### config.mk
export PLATFORM = sky130hd
export DESIGN_NAME = vgm_small_delay_merger_core
export DESIGN_NICKNAME = d
export VERILOG_FILES = /design/src/design/vsdm_pkg.sv /design/src/design/vgm_small_delay_merger_core.sv
export VERILOG_INCLUDE_DIRS = /design/src /design/src/design
export SDC_FILE = /design/constraint.sdc
export NUM_CORES = 1
export LEC_CHECK = 0
export ABC_CLOCK_PERIOD_IN_PS = 12550
export BUFFER_PORTS_ARGS = -buffer_cell sky130_fd_sc_hd__buf_2
export CAP_MARGIN = 5
export CORE_ASPECT_RATIO = 1.2
export CORE_UTILIZATION = 39
export DETAILED_ROUTE_END_ITERATION = 8
export HOLD_SLACK_MARGIN = 0.08
export PLACE_DENSITY_LB_ADDON = 0.15
export SYNTH_ARGS = -nofsm -noshare
export SYNTH_HDL_FRONTEND = slang
export SYNTH_SLANG_ARGS = --single-unit
### constraint.sdc
create_clock -name i_clk -period 12.55 [get_ports i_clk]
set_input_delay 2.51 -clock i_clk [delete_from_list [all_inputs] [get_ports i_clk]]
set_output_delay 2.51 -clock i_clk [all_outputs]
set_load 0.02 [all_outputs]
### src/design/assert_macros.svh
// Assertion helpers shared by the RTL.
`ifndef ASSERT_MACROS_SVH
`define ASSERT_MACROS_SVH

// Concurrent check on i_clk, off during reset.
`define CHECK_CLK(label, prop, msg) \
    label: assert property (@(posedge i_clk) disable iff (!i_rst_n) prop) else $error(msg);

// Same check, also active during reset.
`define CHECK_ALWAYS(label, prop, msg) \
    label: assert property (@(posedge i_clk) prop) else $error(msg);

`endif

### src/design/vsdm_pkg.sv
`default_nettype none
package vsdm_pkg;

    localparam int QUEUE_WIDTH = 16;
    localparam int RES_MAX     = 6;

    localparam logic [7:0] OP_WAIT_N   = 8'h70;
    localparam logic [7:0] OP_WAIT_ARG = 8'h61;
    localparam logic [7:0] OP_WAIT_NTSC = 8'h62;
    localparam logic [7:0] OP_WAIT_PAL = 8'h63;
    localparam logic [7:0] OP_END      = 8'h66;
    localparam logic [7:0] OP_DATA     = 8'h67;
    localparam logic [3:0] NIB_WAIT    = 4'h7;
    localparam logic [3:0] NIB_COUNT   = 4'h8;
    localparam logic [15:0] NTSC_FRAME = 16'd735;
    localparam logic [15:0] PAL_FRAME  = 16'd882;
    localparam logic [15:0] CHUNK_MAX  = 16'hFFFF;
    localparam logic [15:0] SHORT_MAX  = 16'h0010;
    localparam logic [3:0]  CNT_SAT    = 4'hF;

    localparam logic [1:0] REG_MAX_SMALL = 2'd0;
    localparam logic [1:0] REG_LOOP_EN   = 2'd1;
    localparam logic [1:0] REG_LOOP_OFS  = 2'd2;

    typedef logic [7:0] t_byte;
    typedef t_byte t_res_buf [RES_MAX];

    // Length of a wait chunk (0, 1 or 3 bytes) in [25:24], bytes first-out in [7:0].
    typedef struct packed {
        logic [1:0]  len;
        logic [23:0] bytes;
    } t_seg;

    function automatic t_seg chunk_enc(input logic [15:0] v);
        t_seg s;
        s.len = 2'd0;
        s.bytes = 24'd0;
        if (v == 16'd0) begin
            s.len = 2'd0;
        end else if (v <= SHORT_MAX) begin
            s.len = 2'd1;
            s.bytes = {16'd0, OP_WAIT_N | {4'd0, 4'(v - 16'd1)}};
        end else begin
            s.len = 2'd3;
            s.bytes = {v[15:8], v[7:0], OP_WAIT_ARG};
        end
        return s;
    endfunction

    function automatic logic [3:0] cmd_len(input logic [7:0] op);
        logic [3:0] n;
        case (op)
            8'h50, 8'h94:        n = 4'd2;
            8'h61:               n = 4'd3;
            8'h62, 8'h63, 8'h66: n = 4'd1;
            8'h68:               n = 4'd12;
            8'h90, 8'h91, 8'h95: n = 4'd5;
            8'h92:               n = 4'd6;
            8'h93:               n = 4'd11;
            default: begin
                case (op[7:4])
                    4'h3, 4'h4:        n = 4'd2;
                    4'h5, 4'hA, 4'hB:  n = 4'd3;
                    4'hC, 4'hD:        n = 4'd4;
                    4'hE, 4'hF:        n = 4'd5;
                    default:           n = 4'd1;
                endcase
            end
        endcase
        return n;
    endfunction

endpackage
`default_nettype wire

### src/design/vgm_small_delay_merger_core.sv
// Channel | direction | handshake               | payload
// in      | to core   | i_in_valid / o_in_stall  | i_in_byte
// out     | from core | o_out_valid / i_out_stall| o_out_byte, o_run_last, o_loop_mark,
//         |           |                          | o_end_seen, o_total_samples, o_changed_any
// cfg     | to core   | i_cfg_valid / o_cfg_ready| i_cfg_index, i_cfg_data
//
// The command decode is combinational and loads a six-byte result buffer,
// taking one input byte per cycle unless stalled. The buffer drains one
// transaction per cycle unless the output stalls; a byte giving n results
// holds the input until the last one leaves, as the next byte enters with
// it, so pass-through bytes flow at one per cycle without output stalls.
// Input stalls while non-last results wait or the last meets an output stall.
// Reset (sync, active low) sets all state but the buffer bytes and total; cfg is always ready.
`default_nettype none
`include "assert_macros.svh"
module vgm_small_delay_merger_core import vsdm_pkg::*; (
    input  wire logic        i_clk,
    input  wire logic        i_rst_n,
    input  wire logic        i_in_valid,
    output logic             o_in_stall,
    input  wire logic [7:0]  i_in_byte,
    output logic             o_out_valid,
    input  wire logic        i_out_stall,
    output logic [7:0]       o_out_byte,
    output logic             o_run_last,
    output logic             o_loop_mark,
    output logic             o_end_seen,
    output logic [31:0]      o_total_samples,
    output logic             o_changed_any,
    input  wire logic        i_cfg_valid,
    output logic             o_cfg_ready,
    input  wire logic [1:0]  i_cfg_index,
    input  wire logic [31:0] i_cfg_data
);

    // configuration
    logic [15:0] r_max_small;
    logic        r_loop_en;
    logic [31:0] r_loop_ofs;

    // parser state
    logic [31:0] r_pos, n_pos;
    logic [7:0]  r_op, n_op;
    logic [3:0]  r_bic, n_bic;
    logic [31:0] r_rem, n_rem;
    logic [15:0] r_darg, n_darg;
    logic [QUEUE_WIDTH-1:0] r_held, n_held;
    logic        r_pwd, n_pwd;
    logic [31:0] r_samp, n_samp;
    logic        r_stop, n_stop;
    logic        r_merged, n_merged;
    logic        r_lh, n_lh;

    // result buffer
    t_res_buf    r_buf, n_buf;
    logic [2:0]  r_cnt, n_cnt;
    logic [2:0]  r_idx;
    logic        r_loop, n_loop;
    logic        r_end, n_end;
    logic [31:0] r_total, n_total;

    logic in_acc, out_acc, last;

    assign o_cfg_ready = 1'b1;
    assign o_out_valid = (r_idx < r_cnt);
    assign last        = (r_idx == r_cnt - 3'd1);
    assign out_acc     = o_out_valid && !i_out_stall;
    // take the next byte once the buffer is empty or its last byte leaves now
    assign o_in_stall  = o_out_valid && !(last && out_acc);
    assign in_acc      = i_in_valid && !o_in_stall;

    assign o_out_byte      = r_buf[r_idx < 3'(RES_MAX) ? r_idx : 3'd0];
    assign o_run_last      = last;
    assign o_loop_mark     = r_loop && (r_idx == 3'd0);
    assign o_end_seen      = r_end;
    assign o_total_samples = r_end ? r_total : 32'd0;
    assign o_changed_any   = r_merged;

    always_comb begin
        logic        fin, wr, was, lh;
        logic [15:0] d;
        logic [2:0]  ncmd;
        t_byte       c0, c1, c2, pb;
        logic        put_b, put_end;
        logic [3:0]  idx;
        logic [16:0] tot;
        logic [15:0] v1, v2;
        t_seg        s1, s2;
        logic [2:0]  cnt;
        logic [7:0]  part;
        logic [QUEUE_WIDTH:0] hsum;

        n_pos = r_pos; n_op = r_op; n_bic = r_bic; n_rem = r_rem; n_darg = r_darg;
        n_held = r_held; n_pwd = r_pwd; n_samp = r_samp; n_stop = r_stop;
        n_merged = r_merged; n_lh = r_lh;
        n_buf = r_buf; n_cnt = 3'd0; n_loop = 1'b0; n_end = 1'b0; n_total = r_total;
        fin = 1'b0; wr = 1'b0; was = 1'b0; d = 16'd0; ncmd = 3'd0;
        c0 = 8'd0; c1 = 8'd0; c2 = 8'd0; pb = i_in_byte; put_b = 1'b0; put_end = 1'b0;
        idx = r_bic; tot = 17'd0; part = 8'd0; hsum = '0;
        s1 = '0; s2 = '0; v1 = 16'd0; v2 = 16'd0; cnt = 3'd0; lh = r_lh;

        if (in_acc && !r_stop) begin
            n_pos = r_pos + 32'd1;
            if (r_rem == 32'd0) begin
                n_op = i_in_byte;
                n_bic = 4'd1;
                lh = r_loop_en && (r_pos == r_loop_ofs);
                n_lh = lh;
                c0 = i_in_byte;
                ncmd = 3'd1;
                if (i_in_byte[7:4] == NIB_WAIT) begin
                    fin = 1'b1; d = {12'd0, i_in_byte[3:0]} + 16'd1;
                end else if (i_in_byte == OP_WAIT_NTSC) begin
                    fin = 1'b1; d = NTSC_FRAME;
                end else if (i_in_byte == OP_WAIT_PAL) begin
                    fin = 1'b1; d = PAL_FRAME;
                end else if (i_in_byte == OP_WAIT_ARG) begin
                    n_rem = 32'd2; n_darg = 16'd0;
                end else begin
                    n_pwd = 1'b0;
                    if (i_in_byte[7:4] == NIB_COUNT)
                        n_samp = r_samp + {28'd0, i_in_byte[3:0]};
                    put_b = 1'b1;
                    if (i_in_byte == OP_END) begin
                        n_stop = 1'b1; put_end = 1'b1;
                    end else if (i_in_byte == OP_DATA) begin
                        n_rem = 32'd6;
                    end else begin
                        n_rem = {28'd0, cmd_len(i_in_byte) - 4'd1};
                    end
                end
            end else begin
                n_rem = r_rem - 32'd1;
                if (r_bic < CNT_SAT) n_bic = r_bic + 4'd1;
                if (r_op == OP_WAIT_ARG) begin
                    if (idx == 4'd1) n_darg = {8'd0, i_in_byte};
                    else n_darg = {i_in_byte, r_darg[7:0]};
                    if (n_rem == 32'd0) begin
                        fin = 1'b1; d = n_darg; ncmd = 3'd3;
                        c0 = OP_WAIT_ARG; c1 = n_darg[7:0]; c2 = n_darg[15:8];
                    end
                end else begin
                    if (r_op == OP_DATA && idx >= 4'd3 && idx <= 4'd6) begin
                        part = (idx == 4'd6) ? {1'b0, i_in_byte[6:0]} : i_in_byte;
                        case (idx)
                            4'd3:    n_rem = n_rem + {24'd0, part};
                            4'd4:    n_rem = n_rem + {16'd0, part, 8'd0};
                            4'd5:    n_rem = n_rem + {8'd0, part, 16'd0};
                            default: n_rem = n_rem + {part, 24'd0};
                        endcase
                    end
                    n_lh = 1'b0; lh = 1'b0;
                    put_b = 1'b1;
                end
            end

            if (fin) begin
                was = r_pwd || lh;
                n_pwd = 1'b1;
                n_samp = r_samp + {16'd0, d};
                if (r_held == '0 && d > r_max_small) begin
                    wr = 1'b1;
                end else if (d <= r_max_small && !was) begin
                    hsum = {1'b0, r_held} + (QUEUE_WIDTH+1)'(d);
                    n_held = hsum > (QUEUE_WIDTH+1)'(CHUNK_MAX) ?
                             QUEUE_WIDTH'(CHUNK_MAX) : hsum[QUEUE_WIDTH-1:0];
                    n_merged = 1'b1;
                end else begin
                    tot = 17'(r_held) + (was ? 17'd0 : {1'b0, d});
                    wr = was;
                    n_held = '0;
                end
            end

            // assemble the results in order: chunk, chunk, command / passed byte
            v1 = tot[16] ? CHUNK_MAX : tot[15:0];
            v2 = 16'(tot - {1'b0, v1});
            s1 = chunk_enc(v1);
            s2 = chunk_enc(v2);
            for (int j = 0; j < 3; j++) begin
                if (2'(j) < s1.len) begin
                    n_buf[cnt] = s1.bytes[8*j +: 8]; cnt = cnt + 3'd1;
                end
            end
            for (int j = 0; j < 3; j++) begin
                if (2'(j) < s2.len) begin
                    n_buf[cnt] = s2.bytes[8*j +: 8]; cnt = cnt + 3'd1;
                end
            end
            if (wr) begin
                n_buf[cnt] = c0; cnt = cnt + 3'd1;
                if (ncmd == 3'd3) begin
                    n_buf[cnt] = c1; cnt = cnt + 3'd1;
                    n_buf[cnt] = c2; cnt = cnt + 3'd1;
                end
            end
            if (put_b) begin
                n_buf[cnt] = pb; cnt = cnt + 3'd1;
            end
            n_cnt = cnt;
            n_loop = lh;
            n_end = put_end;
            n_total = r_samp - 32'(r_held);
        end
    end

    always_ff @(posedge i_clk) begin
        if (!i_rst_n) begin
            r_max_small <= 16'd1;
            r_loop_en <= 1'b0;
            r_loop_ofs <= 32'd0;
            r_pos <= '0; r_op <= '0; r_bic <= '0; r_rem <= '0; r_darg <= '0;
            r_held <= '0; r_pwd <= 1'b0; r_samp <= '0; r_stop <= 1'b0;
            r_merged <= 1'b0; r_lh <= 1'b0;
            r_cnt <= 3'd0; r_idx <= 3'd0; r_loop <= 1'b0; r_end <= 1'b0;
        end else begin
            if (i_cfg_valid) begin
                case (i_cfg_index)
                    REG_MAX_SMALL: r_max_small <= i_cfg_data[15:0];
                    REG_LOOP_EN:   r_loop_en <= i_cfg_data[0];
                    REG_LOOP_OFS:  r_loop_ofs <= i_cfg_data;
                    default: ;
                endcase
            end
            r_pos <= n_pos; r_op <= n_op; r_bic <= n_bic; r_rem <= n_rem;
            r_darg <= n_darg; r_held <= n_held; r_pwd <= n_pwd; r_samp <= n_samp;
            r_stop <= n_stop; r_merged <= n_merged; r_lh <= n_lh;
            if (in_acc) begin
                r_cnt <= n_cnt; r_idx <= 3'd0; r_loop <= n_loop; r_end <= n_end;
            end else if (out_acc) begin
                r_idx <= r_idx + 3'd1;
            end
        end
    end

    always_ff @(posedge i_clk) begin
        if (in_acc) begin
            r_buf <= n_buf;
            r_total <= n_total;
        end
    end

    `CHECK_CLK(a_cnt_bound, (r_cnt <= 3'(RES_MAX)), "result count above six")
    `CHECK_CLK(a_hold_in, (o_out_valid && !last) |-> o_in_stall,
        "input taken while results pending")
    `CHECK_CLK(a_end_single, o_end_seen |-> (r_cnt == 3'd1 && r_stop),
        "end result not alone")
    `CHECK_CLK(a_stop_sticky, r_stop |=> r_stop, "stream restarted without reset")

endmodule
`default_nettype wire
# Word level (Yosys, flattened, before mapping)
# Memories as Yosys holds them, arrays and structs flattened.
# Index checks and enable logic that the tools add are counted.
[classes]
addsub = 28
magnitude_cmp = 35
n_eq_ne = 36
n_mux = 177
bitwise_logic = 16
n_reduce_logical = 54
[op_table]
columns = ["operator", "n"]
rows = [
  ["$mux W48", 14],
  ["$mux W32", 16],
  ["$bwmux W48", 9],
  ["$mux W8", 30],
  ["$demux W8 S3", 9],
  ["$mux W16", 9],
  ["$mux W24", 4],
  ["$pmux W32 S3", 1],
  ["$eq A8 B7 Y1 const B", 9],
  ["$mux W17", 4],
  ["$add A32 B16 Y32", 2],
  ["$logic_not A32 Y1", 2],
  ["$mux W3", 18],
  ["$mux W26", 2],
  ["$eq A8 B8 Y1 const B", 6],
  ["$logic_not A16 Y1", 3],
  ["$mux W4", 11],
  ["$ge A4 B4 Y1 const B", 10],
  ["$not A3 Y4", 10],
  ["$lt A4 B1 Y1 const B", 9],
  ["$mux W1", 36],
  ["$add A16 B16 Y17", 2],
  ["$add A32 B1 Y32 const B", 1],
  ["$add A32 B24 Y32", 1],
  ["other kinds (54)", 128],
]
[totals]
register_bits = 273
romBits = 48
input_bits = 47
out_inout_bits = 47
elab_cells = 372
mem_count = 1
[mem_list]
columns = ["name", "words", "width", "rd", "rd_ports_with_merged_regs", "write_ports", "line", "rtl"]
rows = [
  ["(no name shown)", 16, 3, 1, 0, 0, "vsdm_pkg.sv:61", "case (op[7:4])"],
]

# Logic depth before layout (Yosys ltp)
# Gate-level depths: netlist of the first run.
[logic_depth]
ltp_word = 52
ltp_mapped = 57
depth_no_buf = 49

# Worst setup path after synthesis of the first run
# Ideal clock, no wire load.
[synth_path]
path_type = "input to register"
start = "input port i_in_byte[6]"
end = "register r_buf[33] (netlist name), data pin"
arrival_time_ns = 11.683
required_time_ns = 12.291
slack_ns = 0.608
path_stages = 44
n_path_buf = 7
path_cell_list = "clkbuf_1 nor4bb_1 nand2_1 or3_1 buf_1 nand2_1 ha_1 a41oi_1 o21ai_0 a221o_1 o31ai_1 a31oi_4 nand2_1 a21oi_1 nand2b_1 ha_1 clkbuf_1 o211ai_1 [8 not listed] nand2_4 inv_2 buf_2 buf_1 xnor2_1 ha_1 mux2i_2 inv_1 ha_1 buf_1 xnor2_1 nor2_1 xnor2_1 nor2_1 xnor2_2 nor4b_2 nor3_1 a211o_1"
[synth_via]
elab_chain_cells = 48
[synth_lines]
columns = ["item", "line", "rtl"]
rows = [
  ["start: declaration", "vgm_small_delay_merger_core.sv:21", "input wire logic [7:0] i_in_byte,"],
  ["$eq A8 B7 Y1", "vgm_small_delay_merger_core.sv:115", "end else if (i_in_byte == OP_WAIT_PAL) begin"],
  ["$mux W10", "vgm_small_delay_merger_core.sv:115", ""],
  ["$mux W10", "vgm_small_delay_merger_core.sv:113", "end else if (i_in_byte == OP_WAIT_NTSC) begin"],
  ["$mux W10", "vgm_small_delay_merger_core.sv:111", "if (i_in_byte[7:4] == NIB_WAIT) begin"],
  ["$mux W16", "vgm_small_delay_merger_core.sv:104", "if (r_rem == 32'd0) begin"],
  ["$mux W16", "vgm_small_delay_merger_core.sv:102", "if (in_acc && !r_stop) begin"],
  ["$mux W16 / $le A16 B16 Y1 (equally long branches)", "vgm_small_delay_merger_core.sv:169, vgm_small_delay_merger_core.sv:163", ""],
  ["$add A16 B16 Y17 / $logic_and A1 B1 Y1 (equally long branches)", "vgm_small_delay_merger_core.sv:169, vgm_small_delay_merger_core.sv:163", ""],
  ["[32 not listed]", "n/a", ""],
  ["$mux W3 (tied with other cells)", "vgm_small_delay_merger_core.sv:102", ""],
  ["$not A3 Y4 (implied by the code) (tied with other cells)", "vgm_small_delay_merger_core.sv:198", "n_buf[cnt] = pb; cnt = cnt + 3'd1;"],
  ["$ge A4 B4 Y1 (implied by the code) (tied with other cells)", "vgm_small_delay_merger_core.sv:198", ""],
  ["$logic_and A1 B1 Y1 (implied by the code) / $mux W48 (equally long branches)", "vgm_small_delay_merger_core.sv:198, vgm_small_delay_merger_core.sv:192", ""],
  ["$mux W8 (implied by the code) / $mux W48 (equally long branches)", "vgm_small_delay_merger_core.sv:198, vgm_small_delay_merger_core.sv:190", ""],
  ["$demux W8 S3 / $mux W48 (equally long branches)", "vgm_small_delay_merger_core.sv:198, vgm_small_delay_merger_core.sv:102", ""],
  ["$bwmux W48", "vgm_small_delay_merger_core.sv:198", ""],
  ["$mux W48 (*)", "vgm_small_delay_merger_core.sv:197", "if (put_b) begin"],
  ["end signal: assignment", "vgm_small_delay_merger_core.sv:238", "r_buf <= n_buf;"],
  ["end: declaration", "vgm_small_delay_merger_core.sv:55", "t_res_buf r_buf, n_buf;"],
]
# Mark *: on every way between the ends. The rest lies on a longest branch, timed or not. The select of a mux whose other input is x is not followed.
# A chain may end at the register's enable or synchronous reset.

# Worst setup path in the final report of the first run
[layout_path]
start = "register r_rem[0]"
end = "register r_buf[27] (netlist name), data pin"
[layout_via]
elab_chain_cells = 48
[layout_lines]
columns = ["item", "line", "rtl"]
rows = [
  ["start: declaration", "vgm_small_delay_merger_core.sv:45", "logic [31:0] r_rem, n_rem;"],
  ["start signal: assignment", "vgm_small_delay_merger_core.sv:225", "r_pos <= n_pos; r_op <= n_op; r_bic <= n_bic; r_rem <= n_rem;"],
  ["$sub A32 B1 Y32", "vgm_small_delay_merger_core.sv:133", "n_rem = r_rem - 32'd1;"],
  ["$logic_not A32 Y1", "vgm_small_delay_merger_core.sv:138", "if (n_rem == 32'd0) begin"],
  ["$mux W16", "vgm_small_delay_merger_core.sv:138", ""],
  ["$mux W16", "vgm_small_delay_merger_core.sv:135", "if (r_op == OP_WAIT_ARG) begin"],
  ["$mux W16", "vgm_small_delay_merger_core.sv:104", ""],
  ["$mux W16", "vgm_small_delay_merger_core.sv:102", ""],
  ["$mux W16 / $le A16 B16 Y1 (equally long branches)", "vgm_small_delay_merger_core.sv:169, vgm_small_delay_merger_core.sv:163", ""],
  ["$add A16 B16 Y17 / $logic_and A1 B1 Y1 (equally long branches)", "vgm_small_delay_merger_core.sv:169, vgm_small_delay_merger_core.sv:163", ""],
  ["[32 not listed]", "n/a", ""],
  ["$mux W3 (tied with other cells)", "vgm_small_delay_merger_core.sv:102", ""],
  ["$not A3 Y4 (implied by the code) (tied with other cells)", "vgm_small_delay_merger_core.sv:198", ""],
  ["$ge A4 B4 Y1 (implied by the code) (tied with other cells)", "vgm_small_delay_merger_core.sv:198", ""],
  ["$logic_and A1 B1 Y1 (implied by the code) / $mux W48 (equally long branches)", "vgm_small_delay_merger_core.sv:198, vgm_small_delay_merger_core.sv:192", ""],
  ["$mux W8 (implied by the code) / $mux W48 (equally long branches)", "vgm_small_delay_merger_core.sv:198, vgm_small_delay_merger_core.sv:190", ""],
  ["$demux W8 S3 / $mux W48 (equally long branches)", "vgm_small_delay_merger_core.sv:198, vgm_small_delay_merger_core.sv:102", ""],
  ["$bwmux W48", "vgm_small_delay_merger_core.sv:198", ""],
  ["$mux W48 (*)", "vgm_small_delay_merger_core.sv:197", ""],
]
# Marks and branches as above.

==> results of run 1 <==
## worst register-to-register path: cells and delay by family (launching register included)
kind	cells	cell delay, ps
and+or+nand+nor	24	5600
AOI/OAI and AO/OA	8	2070
adders and majority gates	5	1340
xor gates and xnor gates	5	1150
buffers and inverters	5	760
DFF	1	380
muxes	1	330
## where the power goes
group	internal, mW	switching, mW	total [mW]
clock network	0.640	0.454	1.09
registers	1.10	0.165	1.26
logic	1.18	2.10	3.28
total	2.92	2.72	5.64
## through the flow
| stage | utilization [%] | setup WS, ps |
|---|---|---|
| finish | 44.8 | 632 |
| global route | 44.8 | 90.8 |
| CTS | 44.7 | 383 |
| detailed placement | 42.6 | 493 |
| global placement | 42.6 | 702 |
| floorplan | - | 608 |
## registers in the layout, indices dropped and copies added (netlist names), 3 cells and up
register,flops
r_bic,4
r_buf,48
r_cnt,3
r_darg,8
r_held,16
r_idx,3
r_loop_ofs,32
r_max_small,16
r_op,8
r_pos,32
r_rem,32
r_samp,32
r_total,32
## cell families (layout without fill, tap and decap cells)
group | after synthesis | in the layout | share of synthesized area, %
other cells | 1 | 3 | 0.0158
flops | 273 | 273 | 26.4
fa+ha+maj | 147 | 147 | 7.99
buf+inv | 310 | 436 | 5.06
mux | 45 | 45 | 2.46
simple gates | 1262 | 1262 | 26.4
xor+xnor | 213 | 213 | 8.12
compound gates | 854 | 854 | 23.6
## what timing repair did
action                                  in CTS  in global routing
gates resized for setup                      0                  3
endpoints found under the setup margin       0                 49
setup buffers                                0                  6
## cells in the mapped netlist, types with 10 or more instances
cell type	count	area share [%]
ha_1	139	7.3
o31ai_1	22	0.69
a211oi_1	20	0.63
buf_2	16	0.34
a21o_1	37	1.2
o22ai_1	23	0.61
o211ai_1	27	0.85
a31oi_1	29	0.76
nand3_1	94	2.0
nor2_1	262	4.1
nand2b_1	22	0.58
a21boi_0	110	3.5
mux2_2	10	0.47
and2_1	99	2.6
and3_1	39	1.0
xor2_1	54	2.0
nand3b_1	12	0.38
and4_1	10	0.37
nand4_1	54	1.4
nor4_1	39	1.0
dfxtp_1	193	16
nor2b_1	58	1.5
inv_1	146	2.3
a221oi_1	10	0.37
o21bai_1	20	0.63
mux2i_1	24	1.0
o21a_1	18	0.57
edfxtp_1	80	10
a211o_1	12	0.44
a22oi_1	35	1.1
clkbuf_1	132	2.1
or2_2	14	0.37
o21ai_0	195	4.1
nor3_1	69	1.5
or4_1	10	0.32
nand2_1	397	6.3
a21oi_1	175	3.7
a32oi_1	14	0.52
xnor2_1	152	5.6
o21ai_1	12	0.25
or3_1	38	1.0
## layout by cell type, fill, tap and decap left out, drive strengths merged, types with 94 or more instances in the layout
cell type,n
o21ai,212
nor2,264
and2,99
inv,151
ha,139
a21boi,110
a21oi,175
nand3,94
buf,217
nand2,398
dfxtp,193
xnor2,157
## path summary, 6_finish.rpt
path                                    start                           to  slack (ps)  cells past startpoint
hold reg to reg   r_max_small[4]$_SDFFE_PN0P_  r_max_small[4]$_SDFFE_PN0P_         470                      2
setup reg to reg        r_rem[0]$_SDFFE_PN0P_          r_buf[27]$_DFFE_PP_         630                     48
hold / removal    r_max_small[4]$_SDFFE_PN0P_  r_max_small[4]$_SDFFE_PN0P_         470                      2
setup / recovery        r_rem[0]$_SDFFE_PN0P_          r_buf[27]$_DFFE_PP_         630                     48
## final cells by class
cell class	instances	area [µm²]
Clock buffer	45	1010
Sequential cell	273	6270
Fill cell	6130	33100
Multi-Input combinational cell	2522	16300
Timing Repair Buffer	217	1410
Antenna cell	2	5.00
Tap cell	800	1000
Clock inverter	23	243
Inverter	151	569
## routing by layer
layer  vias up  global-route usage, %
met5         -                      0
met4         4                   13.5
met3       248                   4.25
met2       944                   51.9
met1     11805                   40.4
li1      11360                      -
==> impl_metrics.py, run 1 <==
metrics = {
    "yosys": {
        "synth_nets": 3299,
        "syn_area_um2": 23800,
        "async_reset_ff_share_pct": 0,
        "synth_cell_types": 106,
        "synth_enable_flop_cells": 80,
        "synthesis.instances": 3105,
        "avgSynthCellArea_um2": 7.66,
        "yosysSeqAreaShare_pct": 26.4,
        "yosysWarnings": 0,
        "ys.flop_type": "dfxtp_1",
        "synth-seq-cells": 273,
    },
    "critical_path": {
        "critical_path.startpoint_type": "flip-flop",
        "slowest_stage": "or4b_1",
        "cp_max_fo": 11,
        "crit_type": "reg2reg",
        "arrival_ps": 12210,
        "crit_buf_inv": 5,
        "crit_path_end_kind": "flip-flop",
        "crit_required_ps": 12840,
        "cpPeakStageDelay_ps": 700,
        "crit_family": "simple AND/OR/NAND/NOR gates",
    },
    "grt": {
        "grt_overflow": 0,
        "grt_pass1_wl_um": 147000,
        "grt_pass1_vias": 23152,
        "grt_max_degree": 119,
        "grt_usage_pct": 31.3,
        "antenna_found_initial": 8,
    },
    "final_layout": {
        "drive_above_1_share_pct": 11.0,
        "syn2layout_area_growth_pct": 12.9,
        "final_area_um2": 26800,
        "fin_cells": 4033,
        "nets": 3396,
    },
    "clock_network": {
        "ctsHoldBuffers": 0,
        "cts_made_buffers": 37,
        "cts.htree.levels": 2,
        "cts_sinks": 273,
        "cts_tree": "built",
        "cts.path.max_buffers": 3,
        "clockRootBuffer": "clkbuf_16",
        "clkLatencyLatePin_ps": 580,
        "clk_pin_slew_ps": 60,
    },
    "timing": {
        "rsz0062_at_grt": "no",
        "post-route-period-util_pct": 95.0,
        "slew_headroom_pct": 20.0,
        "finalHoldViolCount": 0,
        "hold_slack_ps": 466,
        "fmax_mhz": 83.9,
        "fin_skew_ps": 22.6,
        "setup_viol": 0,
        "setup_tns_ps": 0,
        "fin_crit_ps": 11920,
        "finalMaxSlewViolations": 0,
        "worst_pin_slew_ps": 1200,
    },
    "detailed_routing": {
        "drtAntennaViolNets": 0,
        "dr_total_vias": 24361,
        "drt-initial-drc-count": 2404,
        "met2_length_um": 45800,
        "wire_per_inst_um": 24.3,
        "drt-met1-wl_um": 41700,
        "drc": 0,
        "wl_met3_um": 5910,
        "vias_per_cell": 6.04,
        "wirelength_um": 98100,
        "top_layer": "met5",
        "drtPass1Iterations": 8,
    },
    "die": {
        "ios": 94,
        "die_y_um": 272,
        "fp.dieArea_um2": 61900,
        "initial_core_util_pct": 39.6,
        "core_um2": 60000,
        "rows": 98,
        "die_w_um": 227,
    },
    "hold_path": {
        "hp-class": "reg2reg",
    },
    "placed_design": {
        "gp_congestion": 1.02,
        "io_buffers": 92,
        "dp.cells": 3957,
        "dp_hpwl_um": 74000,
        "postPlaceCellArea_um2": 25500,
    },
    "pwr": {
        "power_mw": 5.64,
        "vdd_ir_drop_max_mv": 0.203,
        "p_leak_nw": 10.5,
        "cellPowerDensity_nw_per_um2": 210,
    },
    "outcome": {
        "outcome": "complete, no violations",
    },
    "run": {
        "cap_violations": 0,
    },
}
Power figures use the tool's default switching activity.
==> run 2: changes to the inputs <==
Settings changed: RECOVER_POWER from default to 50.
==> impl_metrics.py, run 2 (same netlist as run 1, synthesis figures left out) <==
metrics = {
    "detailed_routing": {
        "dr_total_vias": 24372,
        "wire_per_inst_um": 24.3,
        "drt-initial-drc-count": 2393,
        "wirelength_um": 98000,
        "vias_per_cell": 6.04,
        "drc": 0,
        "drtPass1Iterations": 6,
        "drtAntennaViolNets": 0,
    },
    "grt": {
        "antenna_found_initial": 8,
        "grt_pass1_vias": 23152,
        "grt_usage_pct": 31.3,
        "grt_overflow": 0,
        "grt_max_degree": 119,
        "grt_pass1_wl_um": 147000,
    },
    "timing": {
        "slew_headroom_pct": -174,
        "fmax_mhz": 83.9,
        "fin_skew_ps": 24.3,
        "finalHoldViolCount": 0,
        "setup_slack_ps": 634,
        "setup_viol": 0,
        "post-route-period-util_pct": 95.0,
        "rsz0062_at_grt": "no",
        "fin_crit_ps": 11920,
        "finalMaxSlewViolations": 275,
        "setup_tns_ps": 0,
        "worst_pin_slew_ps": 4110,
    },
    "critical_path": {
        "crit_family": "simple AND/OR/NAND/NOR gates",
        "cp_max_fo": 11,
        "crit_path_end_kind": "flip-flop",
        "crit_type": "reg2reg",
        "cpPeakStageDelay_ps": 700,
        "slowest_stage": "or4b_1",
        "crit_buf_inv": 5,
        "critical_path.startpoint_type": "flip-flop",
        "crit_required_ps": 12840,
        "worst-r2r-setup-slack_ps": 630,
        "arrival_ps": 12210,
    },
    "die": {
        "rows": 98,
        "initial_core_util_pct": 39.6,
        "die_w_um": 227,
        "fp.dieArea_um2": 61900,
        "die_y_um": 272,
        "core_um2": 60000,
        "ios": 94,
    },
    "placed_design": {
        "dp.cells": 3957,
        "place_ws_ps": 493,
        "gp_congestion": 1.02,
        "dp_hpwl_um": 74000,
        "io_buffers": 92,
    },
    "outcome": {
        "outcome": "finished with violations",
        "violations": "capacitance limit, slew limit",
    },
    "final_layout": {
        "utilization_pct": 44.7,
        "largest_reg_flops": 48,
        "nets": 3396,
        "drive_above_1_share_pct": 10.2,
        "fin_cells": 4033,
        "final_common_cell": "nand2_1",
        "syn2layout_area_growth_pct": 12.7,
        "layout_common_cells": "397 x nand2_1, 262 x nor2_1, 194 x o21ai_0",
        "top_register": "r_buf",
    },
    "pwr": {
        "p_leak_nw": 10.3,
        "power_mw": 5.64,
        "vdd_ir_drop_max_mv": 0.204,
        "cellPowerDensity_nw_per_um2": 211,
    },
    "clock_network": {
        "cts.path.max_buffers": 3,
        "cts_made_buffers": 37,
        "clk_pin_slew_ps": 60,
        "clkLatencyLatePin_ps": 580,
        "cts.htree.levels": 2,
        "clockRootBuffer": "clkbuf_16",
        "cts_tree": "built",
        "ctsHoldBuffers": 0,
        "cts_sinks": 273,
    },
    "hold_path": {
        "hp-class": "reg2reg",
    },
    "run": {
        "cap_violations": 4,
    },
}
[run 2: cell types whose count changed in the layout (fill, tap and decap cells not counted), sizes merged]
cell and change:
clkbuf +27, buf -27, inv -1, clkinvlp +1
[run 2: final timing paths]
kind	start	to	cells after the start
setup / recovery	r_rem[0]$_SDFFE_PN0P_	r_buf[27]$_DFFE_PP_	48
hold / removal	r_max_small[4]$_SDFFE_PN0P_	r_max_small[4]$_SDFFE_PN0P_	2
setup reg to reg	r_rem[0]$_SDFFE_PN0P_	r_buf[27]$_DFFE_PP_	48
hold reg to reg	r_max_small[4]$_SDFFE_PN0P_	r_max_small[4]$_SDFFE_PN0P_	2
[run 2: final cells by class]
type | instances | area [µm²]
multi-input cells | 2522 | 16300
diodes | 2 | 5.00
inverters | 151 | 568
fillers | 6138 | 33200
flip-flops and latches | 273 | 6270
well taps | 800 | 1000
repair buffers | 217 | 1370
clock buffers | 45 | 1010
clock inverters | 23 | 243
[run 2: where the power goes]
group / switching, mW / internal (mW)
clock network: 0.453 / 0.640
registers: 0.165 / 1.11
logic: 2.10 / 1.18
total: 2.71 / 2.93
[run 2: layer usage]
metal,part of all wire (%),track usage [%],up-vias
li1,-,-,11371
met1,42,40.4,11727
met2,47,51.9,1021
met3,6.5,4.25,249
met4,4.6,13.5,4
met5,0.023,0,-
[run 2: timing repair]
action                                  4_1_cts  5_1_grt
endpoints found under the setup margin        0       49
setup buffers                                 0        6
gates resized for setup                       0        3
[run 2: tightest hold or removal path, stage by stage, from the launching register on]
cell and delay [ps]:
dfxtp_1 310, nand2_1 50, a21boi_0 60
[run 2: through the flow]
step           hold slack, ps  cell area [µm²]
6_report                  467            26800
5_1_grt                   501            26800
4_1_cts                   471            26800
3_5_place_dp              463            25500
3_3_place_gp              450            25500
2_1_floorplan             438            23800
